File: src/rtl/tnps_ram.sv
// Generic single write port, single read port RAM with registered read data.
// Used for the trajectory point table. No dependencies.
`default_nettype none

module tnps_ram #(
   parameter int WIDTH = 8,
   parameter int DEPTH = 64
) (
   input  wire                       clock,
   input  wire                       wr_en,
   input  wire [$clog2(DEPTH)-1:0]   wr_addr,
   input  wire [WIDTH-1:0]           wr_data,
   input  wire [$clog2(DEPTH)-1:0]   rd_addr,
   output logic [WIDTH-1:0]          rd_data
);

   logic [WIDTH-1:0] mem_ff [DEPTH];

   always_ff @(posedge clock) begin
      if (wr_en) begin
         mem_ff[wr_addr] <= wr_data;
      end
      rd_data <= mem_ff[rd_addr];
   end

endmodule

`default_nettype wire

File: config.mk
export PLATFORM = sky130hd
export DESIGN_NAME = tnps_ram
export DESIGN_NICKNAME = d
export VERILOG_FILES = /design/src/rtl/tnps_ram.sv
export SDC_FILE = /design/constraint.sdc
export NUM_CORES = 1
export LEC_CHECK = 0
export BUFFER_PORTS_ARGS = -buffer_cell sky130_fd_sc_hd__buf_2
export CAP_MARGIN = 40
export CELL_PAD_IN_SITES_DETAIL_PLACEMENT = 1
export CELL_PAD_IN_SITES_GLOBAL_PLACEMENT = 2
export CORE_MARGIN = 2
export CORE_UTILIZATION = 45
export CTS_CLUSTER_DIAMETER = 120
export CTS_CLUSTER_SIZE = 14
export DETAILED_ROUTE_END_ITERATION = 12
export PLACE_DENSITY_LB_ADDON = 0.1
export SYNTH_ARGS = -nofsm -noshare
export SYNTH_HDL_FRONTEND = slang
export SYNTH_SLANG_ARGS = --single-unit
export TNS_END_PERCENT = 50
File: constraint.sdc
create_clock -name clock -period 2.1 [get_ports clock]
set_clock_uncertainty 0.15 [all_clocks]
set_input_delay 0.105 -clock clock [delete_from_list [all_inputs] [get_ports clock]]
set_output_delay 0.105 -clock clock [all_outputs]
set_load 0.05 [all_outputs]
# After elaboration in Yosys (flattened, before gate mapping)
# Memory sizes are Yosys's and may differ from the RTL's. A register that Yosys moved wholly into a read port is not among the register bits.
# Index checks and enable logic that the tools add are counted.
# totals
reg_bits	0
latchBits	0
mem_bits_rw	512
mem_bits_ro	0
out_inout_bits	8
elab_cells	3
memories	1
# op_classes
add_sub_neg	0
mul	0
div	0
n_lt_le_gt_ge	0
eq_ne	0
shifts	0
n_mux	2
bitwise_logic	0
reduce_logical	0
# mem_list
memory	words	word_bits	rd	rd_ports_with_merged_regs	write_ports	line_no	source
mem_ff	64	8	1	1	1	17	logic [WIDTH-1:0] mem_ff [DEPTH];
# op_table
op	count
$mux W1	2

# Depth between registers and ports, before layout
# Gate-level depths: netlist (run 1).
# logic_depth
word_depth	2
depth_mapped	9
depth_no_buf	5

# Worst setup path before layout (run 1)
# No wires, ideal clock.
# synth_timing
kind	in2reg
start	in rd_addr[1]
end	reg rd_data[3] (read register of mem_ff)
setup_ns	0.128
arrival_ns	1.645
setup_slack_ns	0.177
path_stages	7
cell_sequence	buf_4 > buf_2 > buf_2 > mux4_2 > mux4_2 > o21ai_1 > o41ai_1
# synth_rtl
item	line_no	source
start, declared	13	input wire [$clog2(DEPTH)-1:0] rd_addr,
end, declared	14	output logic [WIDTH-1:0] rd_data

==> impl_metrics.yaml, run 1 <==
status:
  status: "finished clean"
timing:
  tightest_slew_ps: 798
  finalHoldViolations: 0
  hold_slack_ps: 41.1
  max_slew_margin: 0.468
  setup_violations: 0
  setup_tns_ps: 0
  timing.final.crit_share: 0.975
  rsz0062_at_grt: "true"
  fmax_mhz: 488
  maxSlewViolCount: 0
  min_period_ps: 2050
cells_and_area:
  stdcell_area_um2: 23500
  post-route-util: 0.531
  nNetsFinal: 1154
  area_delta_synth_final_pct: 16.5
  antenna_cells: 0
  drive_gt1_frac: 0.334
logic_synthesis:
  synth_top_area_cell: "edfxtp_1"
  ys_ff_latch: 520
  syn_inst: 940
  synth.top_cell.area_share: 0.762
  syn_nets: 962
  ys_top_cells_by_area: "edfxtp_1 (76%), mux4_2 (14%), nor2_1 (1.5%)"
  synth.distinct_cells: 40
  syn_area_um2: 20200
  ys_warn_count: 0
  postSynthAreaPerCell_um2: 21.5
  seq_area_frac_synth: 0.770
place:
  placed_area_um2: 22100
  port_buffers: 29
  dpl.hpwl_um: 33300
  gp_congestion: 0.826
die:
  die_h_um: 216
  rows: 77
  ioPinCount: 30
  die_w_um: 216
  die-area_um2: 46500
  core_area_um2: 44200
  initial_core_util: 0.456
setup_path:
  critPathCaptureType: "flip-flop"
  crit_chain: "mux4_2 > mux4_2 > nor2_1 > nor3_1 > o2bb2ai_1"
  critPathRequiredTime_ps: 2400
  slowest_delay_ps: 510
  crit_slowest_cell: "mux4_2"
  startpoint_type: "flip-flop"
  path_class: "reg2reg"
  cp_max_fo: 1
  crit_top_cell: "mux4_2"
  arrival_ps: 2350
hold_path:
  min_path_type: "in2reg"
detailed_routing:
  drc: 0
  drt-pass1-iter-count: 5
  wl_um: 50400
  drt_first_iter_violations: 921
  vias: 9896
  post_drt_wl_per_cell_um: 29.1
  viasPerCell: 5.71
  detail-route-antenna-nets: 0
global_routing:
  grt_pass1_vias: 10792
  grt_usage: 0.224
  gr-total-overflow: 0
  grt_pass1_wl_um: 74700
  grt_max_degree: 65
  antenna_found_initial: 0
clocking:
  cts_tree: "built"
  cts_buffers: 43
  root_buffer: "clkbuf_16"
  post_cts_buffers: 0
  clk_latency_ps: 570
  clock_path_buffers: 3
  htreeDepth: 2
  path_clk_slew_ps: 70
  cts.sinks: 520
power:
  report.power.total_mw: 20.1
  p_leak_nw: 7.59
  ir_drop_mv: 0.697
  p_per_area_nw_per_um2: 857
run:
  max-cap-violations: 0
## state kept, by name, summed over array words and instances (netlist names)
register	count
mem_ff	512
rd_data	8
## logic make-up (layout without fill, tap and decap cells)
family	count (synthesis)	after routing	synth area share
flip-flops	520	520	0.770
AND/OR/NAND/NOR	153	153	0.0339
multiplexers	162	162	0.159
AO/OA/AOI/OAI	54	54	0.0207
buffers and inverters	51	252	0.0157
## stage by stage
| stage | setup WS (ps) | std cells |
|---|---|---|
| after global routing | -12.7 | 1733 |
| after floorplan | 177 | 940 |
| after detailed placement | -263 | 1668 |
| after CTS | 1.51 | 1733 |
| after global placement | -261 | 1668 |
| final | 52.7 | 1733 |
## power breakdown
group | switching, mW | total (mW) | internal (mW) | leakage [nW]
registers | 0.0368 | 11.5 | 11.5 | 4.67
clock network | 3.47 | 7.31 | 3.84 | 0.571
logic | 0.783 | 1.31 | 0.529 | 2.34
total | 4.29 | 20.1 | 15.8 | 7.59
## cell usage in the layout (no fill, tap or decap), types with 3 or more instances in the layout
master,count
nand2_1,19
a21oi_1,3
nand2b_1,7
dlygate4sd3_1,11
nand3_1,13
a221oi_1,5
o2bb2ai_1,3
buf_2,26
nor2_1,82
edfxtp_1,512
nor3_1,4
clkbuf_1,8
clkbuf_16,45
nor2b_1,14
o22ai_1,8
nand3b_1,3
o2111ai_1,3
mux2_2,13
a211oi_1,4
buf_12,17
dfxtp_1,8
buf_4,143
o221ai_1,8
a22oi_1,3
mux2i_1,23
mux4_2,126
## worst max-delay path, delay by kind of cell (launching register included)
family	cells	cell delay [ps]
muxes	2	1020
DFF	1	370
and+or+nand+nor	2	220
AOI/OAI and AO/OA	1	160
## final timing paths
kind / from / end / slack (ps) / cells after the start
max: mem_ff[15][1] / rd_data[1] / 50 / 5
min: wr_data[1] / mem_ff[2][1] / 40 / 1
max reg2reg: mem_ff[15][1] / rd_data[1] / 50 / 5
min reg2reg: mem_ff[18][2] / rd_data[2] / 700 / 4
## metal layers
layer  wire length, um  vias up  global-route usage  share of wire
met5                 0        -                   0              0
met2             24800      238               0.363           0.49
met4              1310        0              0.0662          0.026
li1                  -     4272                   -              -
met1             21500     5311               0.311           0.43
met3              2720       75              0.0438          0.054
## cells in the mapped netlist
cell / n
a2111oi_0: 2
a211oi_1: 4
a21oi_1: 3
a221oi_1: 6
a22oi_1: 3
a31oi_1: 1
and2_1: 1
buf_1: 4
buf_12: 2
buf_2: 11
buf_4: 13
buf_6: 4
clkbuf_1: 17
dfxtp_1: 8
edfxtp_1: 512
mux2_2: 13
mux2i_1: 23
mux4_2: 126
nand2_1: 19
nand2b_1: 7
nand3_1: 13
nand3b_1: 3
nand4_1: 2
nand4b_1: 1
nor2_1: 83
nor2b_1: 14
nor3_1: 7
nor4_1: 2
o2111ai_1: 3
o21a_1: 2
o21ai_0: 2
o21ai_1: 2
o221a_2: 2
o221ai_1: 8
o22ai_1: 8
o2bb2ai_1: 3
o311ai_1: 1
o32ai_1: 2
o41ai_1: 2
or3_1: 1
## what timing repair did
action,in CTS,in global routing
hold endpoints to repair,321,0
gates resized for setup,4,8
hold buffers,11,0
endpoints found under the setup margin,4,7
pin swaps,0,1
## area by class of cell
| type | instances | area (um2) |
|---|---|---|
| Multi-Input combinational cell | 369 | 4370 |
| Clock buffer | 53 | 1160 |
| Tap cell | 592 | 741 |
| Sequential cell | 520 | 15500 |
| Timing Repair Buffer | 198 | 1670 |
| Fill cell | 3881 | 20700 |
| Clock inverter | 1 | 16.3 |
Power figures use the tool's default switching activity.
==> run 2: changes to the inputs <==
--- a/config.mk
+++ b/config.mk
@@ -5,7 +5,7 @@
 export SDC_FILE = /design/constraint.sdc
 export NUM_CORES = 1
 export LEC_CHECK = 0
-export BUFFER_PORTS_ARGS = -buffer_cell sky130_fd_sc_hd__buf_2
+export BUFFER_PORTS_ARGS = -buffer_cell sky130_fd_sc_hd__buf_4
 export CAP_MARGIN = 40
 export CELL_PAD_IN_SITES_DETAIL_PLACEMENT = 1
 export CELL_PAD_IN_SITES_GLOBAL_PLACEMENT = 2
==> constraint.sdc (replaced) <==
create_clock -name clock -period 2.1 [get_ports clock]
set_clock_uncertainty 0.15 [all_clocks]
set_input_delay 0.105 -clock clock [delete_from_list [all_inputs] [get_ports clock]]
set_output_delay 0.105 -clock clock [all_outputs]
set_load 0.02 [all_outputs]
==> impl_metrics.yaml, run 2 (synthesis results as in run 1) <==
status:
  status: "finished clean"
cells_and_area:
  nNetsFinal: 1150
  register_area_um2: 15500
  multi_input_area_um2: 4400
  fillCellCount: 3837
  reg_top3: "mem_ff x512, rd_data x8"
  area_delta_synth_final_pct: 16.7
  antenna_cells: 0
  mostFrequentLayoutCells: "edfxtp_1 (512), buf_4 (169), mux4_2 (126), nor2_1 (82), clkbuf_16 (43)"
  final_common_cell: "edfxtp_1"
  drive_gt1_frac: 0.328
  top_register: "mem_ff"
  largest_reg_flops: 512
run:
  max-cap-violations: 0
clocking:
  path_clk_slew_ps: 70
  clk_latency_ps: 590
  post_cts_buffers: 0
  cts_tree: "built"
  cts_buffers: 43
  root_buffer: "clkbuf_16"
  htreeDepth: 2
  clock_path_buffers: 3
  cts.sinks: 520
hold_path:
  hold-path-cell-count: 4
  min_path_type: "in2reg"
timing:
  fmax_mhz: 480
  setup_tns_ps: 0
  tightest_slew_ps: 802
  rsz0062_at_grt: "true"
  finalHoldViolations: 0
  hold_slack_ps: 56.3
  setup_violations: 0
  max_slew_margin: 0.465
  timing.final.crit_share: 0.992
  maxSlewViolCount: 0
  min_period_ps: 2080
global_routing:
  grt_usage: 0.221
  antenna_found_initial: 2
  grt_max_degree: 65
  grt_pass1_wl_um: 74100
  grt_pass1_vias: 10885
  gr-total-overflow: 0
setup_path:
  path_class: "reg2reg"
  r2r_cells: 5
  arrival_ps: 2380
  critPathRequiredTime_ps: 2400
  cp_max_fo: 1
  startpoint_type: "flip-flop"
  critPathCaptureType: "flip-flop"
detailed_routing:
  wl_um: 49600
  detail-route-antenna-nets: 0
  drt_first_iter_violations: 786
  drt-pass1-iter-count: 5
  post_drt_wl_per_cell_um: 28.4
  drc: 0
  vias: 9878
  viasPerCell: 5.65
power:
  p_clk_frac: 0.366
  p_leak_nw: 7.59
  switchingPower_mw: 4.32
  pwr-share-seq: 0.571
  ir_drop_mv: 0.763
  report.power.total_mw: 20.2
  p_comb_frac: 0.063
  p_sw_frac: 0.214
  power.internal_mw: 15.9
  p_per_area_nw_per_um2: 857
die:
  rows: 77
  die_w_um: 216
  die-area_um2: 46500
  initial_core_util: 0.456
  die_h_um: 216
  core_area_um2: 44200
  ioPinCount: 30
place:
  port_buffers: 29
  dpl.hpwl_um: 32000
  gp_congestion: 0.805
run 2: path summary, 6_finish.rpt:
path | endpoint | slack, ps | from
worst max register to register | rd_data[6] | 20 | mem_ff[21][6]
worst min-delay path | rd_data[1] | 60 | rd_addr[4]
worst max-delay path | rd_data[6] | 20 | mem_ff[21][6]
worst min register to register | rd_data[4] | 710 | mem_ff[31][4]
run 2: metal layers:
layer,global-route usage,part of all wire,vias to the layer above
met4,0.0671,0.023,0
met3,0.0272,0.041,64
met2,0.362,0.49,227
met5,0,0,-
li1,-,-,4295
met1,0.315,0.44,5292
run 2: through the flow:
step           setup slack [ps]  cells  cell area, um2   util
2_1_floorplan               177    940           20200      -
3_3_place_gp               -396   1663           22100  0.500
3_5_place_dp               -421   1663           22100  0.500
4_1_cts                   -7.74   1747           23500  0.531
5_1_grt                   -45.4   1748           23500  0.532
6_report                   16.3   1748           23500  0.532
run 2: power groups by stage:
stage / sequential (mW) / clock (mW) / combinational (mW)
finish: 11.5 / 7.38 / 1.28
global route: 11.5 / 7.89 / 1.37
CTS: 11.5 / 7.59 / 1.29
detailed placement: 11.8 / 0 / 1.25
global placement: 11.7 / 0 / 1.22
floorplan: 11.7 / 0 / 0.612
run 2: area by class of cell:
type                            instances  share of cell area
Clock inverter                          4             0.00181
Tap cell                              592              0.0315
Sequential cell                       520               0.660
Multi-Input combinational cell        369               0.187
Timing Repair Buffer                  194              0.0698
Clock buffer                           69              0.0499
run 2: worst max-delay path, stage by stage (launching register included):
cell and delay [ps]:
edfxtp_1 360, mux4_2 480, mux2_4 300, o221a_4 280
nor3_4 270, o32ai_2 120
run 2: repair_timing:
action,CTS,global route
gates cloned,0,0
resized for setup,11,5
endpoints found under the setup margin,7,4
hold buffers,11,1
hold endpoints to repair,399,4
pin swaps,1,3
